File: src/hw/rtl/char_lcd_nibble_sequencer_defines.svh
// ----------------------------------------------------------------------------
// char_lcd_nibble_sequencer_defines
// assertion macros for the lcd sequencer controller
// ----------------------------------------------------------------------------
`ifndef CHAR_LCD_NIBBLE_SEQUENCER_DEFINES_SVH
`define CHAR_LCD_NIBBLE_SEQUENCER_DEFINES_SVH

// same-cycle implication, checked outside reset
`define LCDNS_ASSERT_NOW(label, ante, cons, msg) \
  label: assert property (@(posedge clk) disable iff (rst) (ante) |-> (cons)) \
    else $error(msg);

// next-cycle implication, checked outside reset
`define LCDNS_ASSERT_NEXT(label, ante, cons, msg) \
  label: assert property (@(posedge clk) disable iff (rst) (ante) |=> (cons)) \
    else $error(msg);

`endif

File: src/hw/rtl/lcdns_pkg.sv
// ----------------------------------------------------------------------------
// lcdns_pkg
// shared codes, constants and controller/datapath interface types
// ----------------------------------------------------------------------------
package lcdns_pkg;

  // request operations
  localparam logic [2:0] OP_INIT   = 3'd0;
  localparam logic [2:0] OP_CMD    = 3'd1;
  localparam logic [2:0] OP_CHAR   = 3'd2;
  localparam logic [2:0] OP_CURSOR = 3'd3;
  localparam logic [2:0] OP_CLEAR  = 3'd4;

  // configuration register indexes
  localparam logic [2:0] REG_ENABLE_HIGH = 3'd0;
  localparam logic [2:0] REG_SETTLE      = 3'd1;
  localparam logic [2:0] REG_WAKE_HIGH   = 3'd2;
  localparam logic [2:0] REG_WAKE_SETTLE = 3'd3;
  localparam logic [2:0] REG_POWER_UP    = 3'd4;
  localparam logic [2:0] REG_CLEAR_EXTRA = 3'd5;

  // reset values of the timing registers
  localparam logic [15:0] RST_ENABLE_HIGH = 16'd10;
  localparam logic [15:0] RST_SETTLE      = 16'd50000;
  localparam logic [15:0] RST_WAKE_HIGH   = 16'd250;
  localparam logic [15:0] RST_WAKE_SETTLE = 16'd30000;
  localparam logic [15:0] RST_POWER_UP    = 16'd50000;
  localparam logic [15:0] RST_CLEAR_EXTRA = 16'd10;

  // lcd command bytes and nibbles
  localparam logic [7:0] LCD_CLEAR     = 8'h01;
  localparam logic [7:0] LCD_FUNC_SET  = 8'h28;
  localparam logic [7:0] LCD_ENTRY     = 8'h06;
  localparam logic [7:0] LCD_HOME      = 8'h80;
  localparam logic [7:0] LCD_DISP_ON   = 8'h0f;
  localparam logic [7:0] LCD_ROW1_BASE = 8'h80;
  localparam logic [7:0] LCD_ROW2_BASE = 8'hc0;
  localparam logic [3:0] NIB_WAKE      = 4'h3;
  localparam logic [3:0] NIB_4BIT      = 4'h2;

  // event step numbering
  localparam int STEP_W = 6;
  localparam logic [STEP_W-1:0] INIT_LAST      = 6'd32;
  localparam logic [STEP_W-1:0] BYTE_LAST      = 6'd3;
  localparam logic [STEP_W-1:0] WAKE_LAST      = 6'd6;
  localparam logic [STEP_W-1:0] NIB4_HIGH_STEP = 6'd7;
  localparam logic [STEP_W-1:0] NIB4_LAST      = 6'd8;
  localparam logic [STEP_W-1:0] INIT_BYTE_BASE = 6'd9;

  typedef struct packed {
    logic              load;
    logic              emit;
    logic [STEP_W-1:0] step;
    logic              last;
  } cmd_t;

  typedef struct packed {
    logic op_known;
    logic op_init;
  } status_t;

endpackage

File: src/hw/rtl/lcdns_ctrl.sv
// ----------------------------------------------------------------------------
// lcdns_ctrl
// request handshake, event step counter and output valid flag
// ----------------------------------------------------------------------------
`include "char_lcd_nibble_sequencer_defines.svh"

module lcdns_ctrl (
  input  logic                clk,
  input  logic                rst,
  input  logic                in_valid,
  output logic                in_ready,
  output logic                out_valid,
  input  logic                out_ready,
  input  lcdns_pkg::status_t  status,
  output lcdns_pkg::cmd_t     cmd
);

  localparam logic ST_IDLE = 1'b0;
  localparam logic ST_RUN  = 1'b1;

  logic                        state;
  logic                        state_next;
  logic [lcdns_pkg::STEP_W-1:0] step;
  logic [lcdns_pkg::STEP_W-1:0] step_next;
  logic                        is_init;
  logic                        is_init_next;
  logic                        out_valid_next;
  logic                        accept;
  logic                        space;
  logic                        at_last;

  assign in_ready = (state == ST_IDLE);
  assign accept   = in_valid && in_ready;
  assign space    = !out_valid || out_ready;
  assign at_last  = is_init ? (step == lcdns_pkg::INIT_LAST) : (step == lcdns_pkg::BYTE_LAST);

  always_comb begin
    state_next     = state;
    step_next      = step;
    is_init_next   = is_init;
    cmd.load       = 1'b0;
    cmd.emit       = 1'b0;
    cmd.step       = step;
    cmd.last       = at_last;
    out_valid_next = out_valid && !out_ready;
    case (state)
      ST_IDLE: begin
        cmd.load = accept;
        // unknown ops are taken and dropped
        if (accept && status.op_known) begin
          state_next   = ST_RUN;
          step_next    = '0;
          is_init_next = status.op_init;
        end
      end
      ST_RUN: begin
        if (space) begin
          cmd.emit       = 1'b1;
          out_valid_next = 1'b1;
          if (at_last) begin
            state_next = ST_IDLE;
          end else begin
            step_next = step + 1'b1;
          end
        end
      end
      default: begin
        state_next = ST_IDLE;
      end
    endcase
  end

  always_ff @(posedge clk) begin
    if (rst) begin
      state     <= ST_IDLE;
      step      <= '0;
      is_init   <= 1'b0;
      out_valid <= 1'b0;
    end else begin
      state     <= state_next;
      step      <= step_next;
      is_init   <= is_init_next;
      out_valid <= out_valid_next;
    end
  end

  `LCDNS_ASSERT_NOW(a_step_bound, state == ST_RUN, step <= lcdns_pkg::INIT_LAST, "step past init run")
  `LCDNS_ASSERT_NOW(a_byte_bound, (state == ST_RUN) && !is_init, step <= lcdns_pkg::BYTE_LAST, "step past byte run")
  `LCDNS_ASSERT_NEXT(a_last_idle, cmd.emit && cmd.last, state == ST_IDLE, "no return to idle after last event")
  `LCDNS_ASSERT_NOW(a_no_overwrite, out_valid && !out_ready, !cmd.emit, "event overwrote a waiting transfer")

endmodule

File: src/hw/rtl/lcdns_dp.sv
// ----------------------------------------------------------------------------
// lcdns_dp
// timing registers, request capture, pin event generation and output register
// ----------------------------------------------------------------------------
module lcdns_dp #(
  parameter int COLUMNS = 16
) (
  input  logic                clk,
  input  logic                rst,
  input  logic                cfg_write,
  input  logic [2:0]          cfg_index,
  input  logic [15:0]         cfg_data,
  input  logic [2:0]          op,
  input  logic [7:0]          value,
  input  logic [1:0]          row,
  input  logic [7:0]          column,
  input  lcdns_pkg::cmd_t     cmd,
  output lcdns_pkg::status_t  status,
  output logic                reg_select,
  output logic                enable,
  output logic [3:0]          data_nibble,
  output logic [16:0]         hold_ticks,
  output logic                last
);

  // column offset by reciprocal multiply, exact for 8-bit values
  localparam int          RECIP  = (65536 + COLUMNS - 1) / COLUMNS;
  localparam logic [7:0]  COLS8  = 8'(COLUMNS);
  localparam logic [23:0] RECIP24 = 24'(RECIP);

  logic [15:0] enable_high_ticks;
  logic [15:0] settle_ticks;
  logic [15:0] wake_high_ticks;
  logic [15:0] wake_settle_ticks;
  logic [15:0] power_up_ticks;
  logic [15:0] clear_extra_ticks;

  logic [2:0]  op_q;
  logic [7:0]  value_q;
  logic        row_first;
  logic [7:0]  col_m1;
  logic [7:0]  quot;
  logic [3:0]  held_nibble;

  logic [7:0]  col_m1_in;
  logic [23:0] recip_prod;
  logic [7:0]  col_rem;
  logic [7:0]  cursor_addr;
  logic [16:0] clear_hold;

  logic [lcdns_pkg::STEP_W-1:0] init_rel;
  logic [2:0]  byte_idx;
  logic [1:0]  sub;
  logic [7:0]  byte_val;
  logic        byte_rs;
  logic        byte_clear;

  logic        ev_sel;
  logic        ev_en;
  logic [3:0]  ev_nib;
  logic [16:0] ev_hold;

  assign status.op_known = (op <= lcdns_pkg::OP_CLEAR);
  assign status.op_init  = (op == lcdns_pkg::OP_INIT);

  assign col_m1_in  = column - 8'd1;
  assign recip_prod = 24'(col_m1_in) * RECIP24;

  always_ff @(posedge clk) begin
    if (rst) begin
      enable_high_ticks <= lcdns_pkg::RST_ENABLE_HIGH;
      settle_ticks      <= lcdns_pkg::RST_SETTLE;
      wake_high_ticks   <= lcdns_pkg::RST_WAKE_HIGH;
      wake_settle_ticks <= lcdns_pkg::RST_WAKE_SETTLE;
      power_up_ticks    <= lcdns_pkg::RST_POWER_UP;
      clear_extra_ticks <= lcdns_pkg::RST_CLEAR_EXTRA;
    end else if (cfg_write) begin
      case (cfg_index)
        lcdns_pkg::REG_ENABLE_HIGH: enable_high_ticks <= cfg_data;
        lcdns_pkg::REG_SETTLE:      settle_ticks      <= cfg_data;
        lcdns_pkg::REG_WAKE_HIGH:   wake_high_ticks   <= cfg_data;
        lcdns_pkg::REG_WAKE_SETTLE: wake_settle_ticks <= cfg_data;
        lcdns_pkg::REG_POWER_UP:    power_up_ticks    <= cfg_data;
        lcdns_pkg::REG_CLEAR_EXTRA: clear_extra_ticks <= cfg_data;
        default: begin
        end
      endcase
    end
  end

  always_ff @(posedge clk) begin
    if (cmd.load) begin
      op_q      <= op;
      value_q   <= value;
      row_first <= (row == 2'd1);
      col_m1    <= col_m1_in;
      quot      <= recip_prod[23:16];
    end
  end

  assign col_rem     = col_m1 - 8'(quot * COLS8);
  assign cursor_addr = (row_first ? lcdns_pkg::LCD_ROW1_BASE : lcdns_pkg::LCD_ROW2_BASE) + col_rem;
  assign clear_hold  = 17'(settle_ticks) + 17'(clear_extra_ticks);

  assign init_rel = cmd.step - lcdns_pkg::INIT_BYTE_BASE;
  assign byte_idx = init_rel[4:2];

  // byte to send and its position within the four events of that byte
  always_comb begin
    byte_val   = lcdns_pkg::LCD_CLEAR;
    byte_rs    = 1'b0;
    byte_clear = 1'b0;
    sub        = cmd.step[1:0];
    if (op_q == lcdns_pkg::OP_INIT) begin
      sub = init_rel[1:0];
      case (byte_idx)
        3'd0: begin
          byte_val   = lcdns_pkg::LCD_CLEAR;
          byte_clear = 1'b1;
        end
        3'd1: byte_val = lcdns_pkg::LCD_FUNC_SET;
        3'd2: byte_val = lcdns_pkg::LCD_ENTRY;
        3'd3: byte_val = lcdns_pkg::LCD_HOME;
        3'd4: byte_val = lcdns_pkg::LCD_DISP_ON;
        default: begin
          byte_val   = lcdns_pkg::LCD_CLEAR;
          byte_clear = 1'b1;
        end
      endcase
    end else begin
      case (op_q)
        lcdns_pkg::OP_CMD:    byte_val = value_q;
        lcdns_pkg::OP_CHAR: begin
          byte_val = value_q;
          byte_rs  = 1'b1;
        end
        lcdns_pkg::OP_CURSOR: byte_val = cursor_addr;
        lcdns_pkg::OP_CLEAR:  byte_clear = 1'b1;
        default: begin
        end
      endcase
    end
  end

  always_comb begin
    ev_sel  = byte_rs;
    ev_en   = !sub[0];
    ev_nib  = sub[1] ? byte_val[3:0] : byte_val[7:4];
    if (!sub[0]) begin
      ev_hold = 17'(enable_high_ticks);
    end else if (byte_clear && sub[1]) begin
      ev_hold = clear_hold;
    end else begin
      ev_hold = 17'(settle_ticks);
    end
    if (op_q == lcdns_pkg::OP_INIT) begin
      if (cmd.step == '0) begin
        // power-up wait keeps whatever the data lines last carried
        ev_sel  = 1'b0;
        ev_en   = 1'b0;
        ev_nib  = held_nibble;
        ev_hold = 17'(power_up_ticks);
      end else if (cmd.step <= lcdns_pkg::WAKE_LAST) begin
        ev_sel  = 1'b0;
        ev_en   = cmd.step[0];
        ev_nib  = lcdns_pkg::NIB_WAKE;
        ev_hold = cmd.step[0] ? 17'(wake_high_ticks) : 17'(wake_settle_ticks);
      end else if (cmd.step <= lcdns_pkg::NIB4_LAST) begin
        ev_sel  = 1'b0;
        ev_en   = (cmd.step == lcdns_pkg::NIB4_HIGH_STEP);
        ev_nib  = lcdns_pkg::NIB_4BIT;
        ev_hold = ev_en ? 17'(enable_high_ticks) : 17'(settle_ticks);
      end
    end
  end

  always_ff @(posedge clk) begin
    if (rst) begin
      held_nibble <= '0;
    end else if (cmd.emit) begin
      held_nibble <= ev_nib;
    end
  end

  always_ff @(posedge clk) begin
    if (cmd.emit) begin
      reg_select  <= ev_sel;
      enable      <= ev_en;
      data_nibble <= ev_nib;
      hold_ticks  <= ev_hold;
      last        <= cmd.last;
    end
  end

endmodule

File: src/hw/rtl/char_lcd_nibble_sequencer.sv
// ----------------------------------------------------------------------------
// char_lcd_nibble_sequencer
// character lcd controller for a 4-bit bus, emitting timed pin events
// ----------------------------------------------------------------------------
// requests come in on in_valid/in_ready with op, value, row and column;
// each one turns into a run of pin events on out_valid/out_ready, with last
// marking the final event of the run. ops 1 to 4 give four events, init gives
// thirty-three, unknown ops are taken and give nothing.
// one event is produced per cycle from the step counter of the controller
// while the receiver does not stall; an accepted request is registered into
// the run state, then each event into the output register. a new request
// is taken once the last event of the run sits in the output register.
// a stall on out_ready freezes the step counter and holds the waiting event.
// reset restores the timing registers to their defaults and clears the held
// data-line level; the cfg port may be written while no run is in progress.
// ----------------------------------------------------------------------------
module char_lcd_nibble_sequencer #(
  parameter int COLUMNS = 16
) (
  input  logic        clk,
  input  logic        rst,
  input  logic        in_valid,
  output logic        in_ready,
  input  logic [2:0]  op,
  input  logic [7:0]  value,
  input  logic [1:0]  row,
  input  logic [7:0]  column,
  output logic        out_valid,
  input  logic        out_ready,
  output logic        reg_select,
  output logic        enable,
  output logic [3:0]  data_nibble,
  output logic [16:0] hold_ticks,
  output logic        last,
  input  logic        cfg_write,
  input  logic [2:0]  cfg_index,
  input  logic [15:0] cfg_data
);

  lcdns_pkg::cmd_t    cmd;
  lcdns_pkg::status_t status;

  lcdns_ctrl u_ctrl (
    .clk       (clk),
    .rst       (rst),
    .in_valid  (in_valid),
    .in_ready  (in_ready),
    .out_valid (out_valid),
    .out_ready (out_ready),
    .status    (status),
    .cmd       (cmd)
  );

  lcdns_dp #(
    .COLUMNS (COLUMNS)
  ) u_dp (
    .clk         (clk),
    .rst         (rst),
    .cfg_write   (cfg_write),
    .cfg_index   (cfg_index),
    .cfg_data    (cfg_data),
    .op          (op),
    .value       (value),
    .row         (row),
    .column      (column),
    .cmd         (cmd),
    .status      (status),
    .reg_select  (reg_select),
    .enable      (enable),
    .data_nibble (data_nibble),
    .hold_ticks  (hold_ticks),
    .last        (last)
  );

endmodule

File: config.mk
export PLATFORM = sky130hd
export DESIGN_NAME = char_lcd_nibble_sequencer
export DESIGN_NICKNAME = d
export VERILOG_FILES = /design/src/hw/rtl/lcdns_pkg.sv /design/src/hw/rtl/lcdns_ctrl.sv /design/src/hw/rtl/lcdns_dp.sv /design/src/hw/rtl/char_lcd_nibble_sequencer.sv
export VERILOG_INCLUDE_DIRS = /design/src /design/src/hw/rtl
export SDC_FILE = /design/constraint.sdc
export NUM_CORES = 1
export LEC_CHECK = 0
export BUFFER_PORTS_ARGS = -buffer_cell sky130_fd_sc_hd__buf_2
export CORE_ASPECT_RATIO = 0.7
export CORE_MARGIN = 2
export CORE_UTILIZATION = 32
export DETAILED_ROUTE_END_ITERATION = 8
export PLACE_DENSITY_LB_ADDON = 0.3
export SETUP_SLACK_MARGIN = 0.2
export SKIP_LAST_GASP = 1
export SLEW_MARGIN = 20
export SYNTH_ARGS = -nofsm -noshare
export SYNTH_HDL_FRONTEND = slang
export SYNTH_HIERARCHICAL = 1
export SYNTH_SLANG_ARGS = --single-unit
File: constraint.sdc
create_clock -name clk -period 4.63 [get_ports clk]
set_input_delay 0.2315 -clock clk [delete_from_list [all_inputs] [get_ports clk]]
set_output_delay 0.2315 -clock clk [all_outputs]
set_load 0.01 [all_outputs]
==> impl_metrics.ini, run 1 <==
[run_status]
status = complete, no violations

[drt]
drtAntennaViolNets = 0
drt_iter0_markers = 910
drt-total-wl_um = 23500
remaining_drc_errors = 0
routed_via_density = 5.26
avgRoutedWirePerCell_um = 17.2
via_count = 7183
dr.pass1.iters = 6

[worst_setup_path]
critPathMaxFanout = 16
crit_type = flip-flop to flip-flop
cp.required_ns = 4.80
setup.worst_path.start_class = flip-flop
crit_path_end_kind = flip-flop
arrival_ns = 3.47

[grt]
grt_pass1_vias = 6373
grt_pass1_wl_um = 37000
grt_max_degree = 101
grt_util_met3_pct = 4.43
antenna_found_initial = 0
top_usage_layer = met1
grt.met1_usage_pct = 28.1
grt.total_usage_pct = 17.7
grt_overflow = 0
gr-usage-met2_pct = 23.4

[cts]
numClockSinks = 149
cts_resized = 0
root_buffer = clkbuf_16
clock_latency_ns = 0.43
htree_num_levels = 4
clkTransAtPathRegs_ns = 0.06
cts_tree = yes
post_cts_buffers = 0
clockBufferDepth = 2
cts_made_buffers = 17

[logic_synthesis]
syn_area_per_cell_um2 = 8.23
synth_area_leaders = dfxtp_1 (27%), edfxtp_1 (15%), nand2_1 (11%), a21oi_1 (7.3%), ha_1 (4.0%)
synth.most_common_cell = nand2_1
synth.distinct_cells = 73
synth_area_um2 = 8170
synth_area_leader_cell = dfxtp_1
synth_top_area_share_pct = 26.7
ys_ff_latch = 149
synth_common_cells = nand2_1 (242), a21oi_1 (119), dfxtp_1 (109), clkbuf_1 (56), nor2_1 (49)
syn-num-nets = 1065
syn_inst = 993
synth_flop_cell = dfxtp_1
yosysSeqAreaShare_pct = 41.4
async_flop_share_pct = 0
synth-warning-count = 6
synth_edf_count = 40

[layout]
area_growth_pct = 14.5
n_antenna_cell = 0
nFillCells = 2597
final_layout_size_suffix_gt1_share_pct = 11.4
nets = 1101

[floorplanning]
die_x_um = 195
ioPinCount = 71
placementRows = 48
start_util_pct = 32.9
die_area_um2 = 26900
die_h_um = 138
coreArea_um2 = 24900

[timing]
fin_crit_sh_pct = 71.5
fmax_ghz = 0.302
fin_skew_ns = 0.0132
fin_crit_ns = 3.31
setup_tns_ns = 0
drv_slew = 0
setup_viol = 0
tightest_slew_ns = 1.04
rsz0062_at_grt = false
hold_violations = 0
maxSlewHeadroom_pct = 30.7

[placement]
dp_hpwl_um = 16300
gp_congestion = 0.820
port_buffers = 66

[pwr]
vdd_drop_max_mv = 0.198
power_mw = 3.14
p_leak_nw = 3.48
p_per_area_nw_per_um2 = 336

[hold_path]
hp-class = input pin to flip-flop

[run]
cap_violations = 0
[power breakdown]
group / total, mW / switching, mW / leakage, nW / internal (mW)
Combinational: 0.395 / 0.249 / 1.94 / 0.146
Clock: 1.31 / 0.565 / 0.278 / 0.749
Sequential: 1.43 / 0.0381 / 1.27 / 1.40
[worst max-delay path, stage by stage (launching register included)]
cell	delay (ns)
dfxtp_2	0.55
clkinv_1	0.38
ha_1	0.45
a21oi_2	0.16
xnor2_1	0.23
a32o_1	0.68
a211oi_1	0.10
o32ai_1	0.49
[per-stage QoR]
step / util (%) / setup WS, ns / hold WS, ns / cell area (um2) / cells
final: 37.6 / 1.32 / 0.0167 / 9360 / 1366
after CTS: 37.6 / 1.40 / 0.0123 / 9350 / 1366
after global routing: 37.6 / 1.14 / 0.0163 / 9360 / 1366
after global placement: 35.0 / 1.44 / 0.409 / 8690 / 1325
after detailed placement: 35.0 / 1.42 / 0.411 / 8690 / 1325
after floorplan: - / 1.94 / 0.330 / 8170 / 993
[area by class of cell]
| type | instances | area, um2 | area share, % |
|---|---|---|---|
| clock buffer | 22 | 485 | 5.19 |
| clock inverter | 9 | 67.6 | 0.722 |
| inverter | 16 | 60.1 | 0.642 |
| sequential | 149 | 3380 | 36.2 |
| timing repair buffer | 84 | 490 | 5.24 |
| tap | 325 | 407 | 4.35 |
| multi-input combinational | 761 | 4460 | 47.7 |
[cell families after synthesis]
| group | share of synthesized area (%) |
|---|---|
| compound gates | 20.5 |
| xor+xnor | 2.66 |
| fa+ha+maj | 4.23 |
| buf+inv | 4.15 |
| flops | 41.4 |
| mux | 3.95 |
| simple gates | 23.1 |
[metal layers]
metal	part of all wire [%]	vias up
li1	-	3592
met1	53	3347
met2	39	228
met3	7.4	16
met4	0.68	0
met5	0	-
[sequential cells by signal (all words and copies together), names as in the netlist]
name                    flops
u_dp/wake_high_ticks       16
u_dp/row_first              1
u_dp/enable_high_ticks     16
u_dp/value_q                8
u_dp/clear_extra_ticks     16
u_ctrl/out_valid            1
u_dp/data_nibble            4
u_dp/power_up_ticks        16
u_ctrl/is_init              1
u_dp/reg_select             1
u_dp/wake_settle_ticks     16
u_dp/held_nibble            4
u_ctrl/step                 6
u_dp/settle_ticks          16
u_ctrl/state                1
u_dp/enable                 1
u_dp/col_m1                 4
u_dp/hold_ticks            17
u_dp/op_q                   3
u_dp/last                   1
[placed cells by master (no fill, tap or decap), types with 13 or more instances in the layout]
cell type / count
buf_2: 66
nor2_1: 48
nor3_1: 14
nor2b_1: 13
dfxtp_1: 108
nand2_1: 242
nand3_1: 15
mux2i_1: 30
o21ai_0: 36
a21oi_1: 119
o22ai_1: 13
ha_1: 26
edfxtp_1: 40
clkbuf_16: 18
nand3b_1: 32
xnor2_1: 13
inv_1: 14
[worst paths after layout]
kind	startpoint	to	slack, ns	depth (start not counted)
worst min-delay path	op[2]	u_dp/op_q[2]	0.02	1
worst min register to register	u_dp/wake_high_ticks[13]	u_dp/wake_high_ticks[13]	0.45	2
worst max-delay path	u_ctrl/step[0]	u_dp/hold_ticks[13]	1.32	7
worst max register to register	u_ctrl/step[0]	u_dp/hold_ticks[13]	1.32	7
[timing repair]
action | 4_1_cts | 5_1_grt
hold buffers | 10 | 0
endpoints found under the setup margin | 0 | 0
hold endpoints to repair | 10 | 0
Note: power is estimated with default switching activity, not from simulation.
==> run 2, diff against run 1 <==
Clock period 4.63 ns to 2.85 ns, I/O delays scaled along.
==> impl_metrics.ini, run 2 (synthesis gave the netlist of run 1 again) <==
[pwr]
combinationalPowerShare_pct = 13.1
vdd_drop_max_mv = 0.363
switchingPower_mw = 1.41
intPower_mw = 3.79
power_frac_seq_pct = 44.6
p_leak_nw = 3.64
p_per_area_nw_per_um2 = 539
p_sw_share_pct = 27.2
p_clk_share_pct = 42.3

[timing]
drv_slew = 0
fin_skew_ns = 0.0123
tightest_slew_ns = 1.05
setup_viol = 0
setup_ws_ns = 0.281
fin_crit_ns = 2.57
fmax_ghz = 0.389
rsz0062_at_grt = true
hold_violations = 0
worst_hold_slack_ns = 0.0135
maxSlewHeadroom_pct = 29.8
setup_tns_ns = 0
fin_crit_sh_pct = 90.1

[drt]
remaining_drc_errors = 0
drt-total-wl_um = 24000
dr.pass1.iters = 6
avgRoutedWirePerCell_um = 17.1
drt_iter0_markers = 882
drtAntennaViolNets = 0
via_count = 7443
routed_via_density = 5.32

[placement]
gp_congestion = 0.803
dpl_cell_area_um2 = 8900
pre_cts_slack_ns = 0.102
port_buffers = 66
dp_hpwl_um = 17300

[worst_setup_path]
cpPeakStageDelay_ns = 0.43
worst-path-buf-inv = 2
cp.depth = 8
path_cells = buf_4 -> or3_1 -> a21oi_2 -> xnor2_1 -> a32oi_4 -> buf_4 -> a211oi_1 -> o32ai_1
cp.required_ns = 3.06
arrival_ns = 2.78
slowest_stage = a32oi_4
cpLargestDelayFamily = compound AO/OA/AOI/OAI gates
critPathMaxFanout = 20
crit_path_end_kind = flip-flop
setup.worst_path.start_class = flip-flop
reg2regPathDepth = 8
crit_type = flip-flop to flip-flop
crit_top_cell = buf_4

[layout]
area_growth_pct = 18.0
final_layout_size_suffix_gt1_share_pct = 14.2
final_common_cell = nand2_1
final_area_um2 = 9650
final_util_pct = 38.8
largest_reg_flops = 17
regMostFlops = u_dp/hold_ticks
layout_common_cells = nand2_1 (242), a21oi_1 (118), dfxtp_1 (108), buf_2 (66), nor2_1 (48)
nets = 1133

[cts]
clockBufferDepth = 2
htree_num_levels = 4
root_buffer = clkbuf_16
numClockSinks = 149
cts_tree = yes
cts_made_buffers = 17
clock_latency_ns = 0.43
clkTransAtPathRegs_ns = 0.07

[floorplanning]
placementRows = 48
die_area_um2 = 26900
ioPinCount = 71
die_h_um = 138
die_x_um = 195
coreArea_um2 = 24900
start_util_pct = 32.9

[grt]
grt_overflow = 0
grt_pass1_vias = 6560
grt_max_degree = 43
grt_pass1_wl_um = 37400
grt.total_usage_pct = 17.9
antenna_found_initial = 1

[run_status]
status = complete, no violations

[hold_path]
whs_path_depth = 3
hp-class = input pin to flip-flop

[run]
cap_violations = 0
run 2: cell count changes in the layout (fill, tap and decap cells not counted), moves of 2 or more:
cell	previous run	this run
buf_4	8	37
clkbuf_8	2	0
clkinv_1	1	3
clkinv_2	3	0
clkinv_4	2	4
dlygate4sd3_1	10	13
run 2: area by class of cell:
cell class	count	area, um2
clock inverter	13	119
timing repair buffer	116	738
fill	2568	15200
multi-input combinational	761	4480
sequential	149	3380
clock buffer	19	454
tap	325	407
inverter	16	60.1
antenna	1	2.50
run 2: final timing paths:
| kind | startpoint | to | slack, ns |
|---|---|---|---|
| max | u_ctrl/step[0] | u_dp/hold_ticks[4] | 0.28 |
| max reg2reg | u_ctrl/step[0] | u_dp/hold_ticks[4] | 0.28 |
| min | cfg_data[9] | u_dp/enable_high_ticks[9] | 0.01 |
| min reg2reg | u_dp/wake_high_ticks[9] | u_dp/wake_high_ticks[9] | 0.45 |
run 2: power by group through the flow:
stage	clock network, mW	registers [mW]	logic (mW)
finish	2.20	2.32	0.680
global route	2.33	2.33	0.746
CTS	2.24	2.32	0.670
detailed placement	0	2.36	0.652
global placement	0	2.36	0.647
floorplan	0	2.36	0.414
run 2: per-stage QoR:
stage | power [mW] | cells
floorplan | 2.77 | 993
global placement | 3.01 | 1353
detailed placement | 3.02 | 1353
CTS | 5.23 | 1398
global route | 5.41 | 1399
finish | 5.20 | 1400
run 2: tightest hold or removal path, stage by stage:
cell	delay [ns]
buf_2	0.14
nand2_1	0.06
a21oi_1	0.05
run 2: metal layers:
metal | vias up | share of wire, % | global-route usage (%)
li1 | 3655 | - | -
met1 | 3506 | 52 | 28.1
met2 | 273 | 40 | 24.3
met3 | 9 | 8.0 | 3.99
met4 | 0 | 0.46 | 3.60
met5 | - | 0 | 0
run 2: repair_timing:
action / 4_1_cts / 5_1_grt
buffers inserted: 0 / 1
hold endpoints to repair: 13 / 0
resized for setup: 3 / 7
pin swaps: 1 / 1
hold buffers: 13 / 0
endpoints found under the setup margin: 4 / 13
==> run 3, diff against run 2 <==
Settings changed: BUFFER_PORTS_ARGS -buffer_cell sky130_fd_sc_hd__buf_2 to not set, DONT_BUFFER_PORTS set to 1, REMOVE_ABC_BUFFERS set to 1.
==> impl_metrics.ini, run 3 (synthesis gave the netlist of run 1 again) <==
[drt]
drt_iter0_markers = 943
drtAntennaViolNets = 0
via_count = 7318
remaining_drc_errors = 0
wl_met3_um = 1720
met2_length_um = 10000
wl_met1_um = 13000
dr.pass1.iters = 5
highest_layer = met5
avgRoutedWirePerCell_um = 18.4
drt-total-wl_um = 24900
routed_via_density = 5.39

[worst_setup_path]
crit_type = flip-flop to flip-flop
cp-startpoint = u_dp/settle_ticks[0]
reg2reg_from = u_dp/settle_ticks[0]
reg2regPathDepth = 8
r2r-end = u_dp/hold_ticks[12]
critPathMaxFanout = 4
crit_path_end_kind = flip-flop
setup.worst_path.start_class = flip-flop
r2r_setup_slack_ns = 0.19
cp.required_ns = 3.02
crit_path_end = u_dp/hold_ticks[12]
arrival_ns = 2.83

[cts]
numClockSinks = 149
post_cts_buffers = 0
cts_tree = yes
root_buffer = clkbuf_16
clockBufferDepth = 2
clock_latency_ns = 0.43
clkTransAtPathRegs_ns = 0.07
htree_num_levels = 4
cts_made_buffers = 17

[placement]
dp.cells = 1286
dp_hpwl_um = 16800
port_buffers = 0
dpl_cell_area_um2 = 8580
gp_congestion = 0.854
pre_cts_slack_ns = 0.00803

[layout]
regArea_um2 = 3380
multi_input_area_um2 = 4470
final_area_um2 = 9590
layout_common_cells = nand2_1 (242), a21oi_1 (118), dfxtp_1 (108), nor2_1 (49), edfxtp_1 (40)
nets = 1088
fin_cells = 1357
nFillCells = 2510
regMostFlops = u_dp/hold_ticks
final_common_cell = nand2_1
largest_reg_flops = 17
area_growth_pct = 17.3
final_layout_size_suffix_gt1_share_pct = 8.65

[run]
cap_violations = 0

[timing]
setup_tns_ns = 0
fin_skew_ns = 0.00713
drv_slew = 0
fin_crit_sh_pct = 93.2
setup_ws_ns = 0.194
fin_crit_ns = 2.66
hold_violations = 0
maxSlewHeadroom_pct = 43.0
fmax_ghz = 0.377
rsz0062_at_grt = true
setup_viol = 0
tightest_slew_ns = 0.853

[floorplanning]
die_h_um = 138
start_util_pct = 32.9
die_x_um = 195
ioPinCount = 71
placementRows = 48
coreArea_um2 = 24900
die_area_um2 = 26900

[grt]
grt_pass1_vias = 6572
grt_max_degree = 111
grt_overflow = 0
grt.total_usage_pct = 18.6
antenna_found_initial = 5
grt_pass1_wl_um = 38500

[hold_path]
hp-class = input pin to flip-flop

[run_status]
status = complete, no violations

[pwr]
power_mw = 5.27
p_sw_share_pct = 29.5
p_leak_nw = 3.50
intPower_mw = 3.71
power_frac_seq_pct = 44.3
switchingPower_mw = 1.56
p_per_area_nw_per_um2 = 549
vdd_drop_max_mv = 0.358
combinationalPowerShare_pct = 12.3
p_clk_share_pct = 43.4
## run 3: cell type report
cell class,count,area share [%]
inverter,16,0.626
clock inverter,15,1.84
clock buffer,17,4.44
multi-input combinational,761,46.7
antenna,3,0.0783
sequential,149,35.3
tap,325,4.24
timing repair buffer,71,6.81
## run 3: worst min-delay path by stage
stage                   start  slack (ns)  depth (start not counted)                         to
finish              column[1]        0.05                          3             u_dp/col_m1[1]
CTS                     op[0]        0.02                          3               u_ctrl/state
floorplan                 rst        0.21                          1             u_ctrl/step[5]
global placement          rst        0.22                          1  u_dp/enable_high_ticks[4]
detailed placement        rst        0.23                          1       u_dp/settle_ticks[3]
global route        column[1]        0.07                          3             u_dp/col_m1[1]
## run 3: metrics by stage
stage	hold WS, ns	utilization [%]
finish	0.0452	38.6
CTS	0.0235	38.5
detailed placement	0.225	34.5
floorplan	0.210	-
global placement	0.220	34.5
global route	0.0680	38.5
## run 3: critical path, stage by stage (launching register included)
cell and delay, ns:
dfxtp_1 0.34, ha_1 0.25, fa_2 0.37, a21oi_2 0.20
o21ai_0 0.13, o21a_1 0.14, a2111o_1 0.46, xor2_1 0.16
a311o_1 0.35
## run 3: per-layer routing
layer,GRT usage (%),vias up
met4,4.03,2
met2,25.8,258
met3,4.36,14
li1,-,3560
met5,0,-
met1,28.5,3484
## run 3: power groups by stage
| stage | clock, mW | combinational, mW | sequential [mW] |
|---|---|---|---|
| floorplan | 0 | 0.363 | 2.38 |
| global placement | 0 | 0.532 | 2.38 |
| detailed placement | 0 | 0.538 | 2.38 |
| CTS | 2.33 | 0.636 | 2.33 |
| global route | 2.40 | 0.710 | 2.34 |
| finish | 2.28 | 0.647 | 2.33 |
## run 3: what timing repair did
| action | in CTS | in global routing |
|---|---|---|
| hold buffers | 36 | 0 |
| resized for setup | 4 | 5 |
| pin swaps | 0 | 1 |
| endpoints found under the hold margin | 124 | 0 |
| setup endpoints to repair | 4 | 10 |
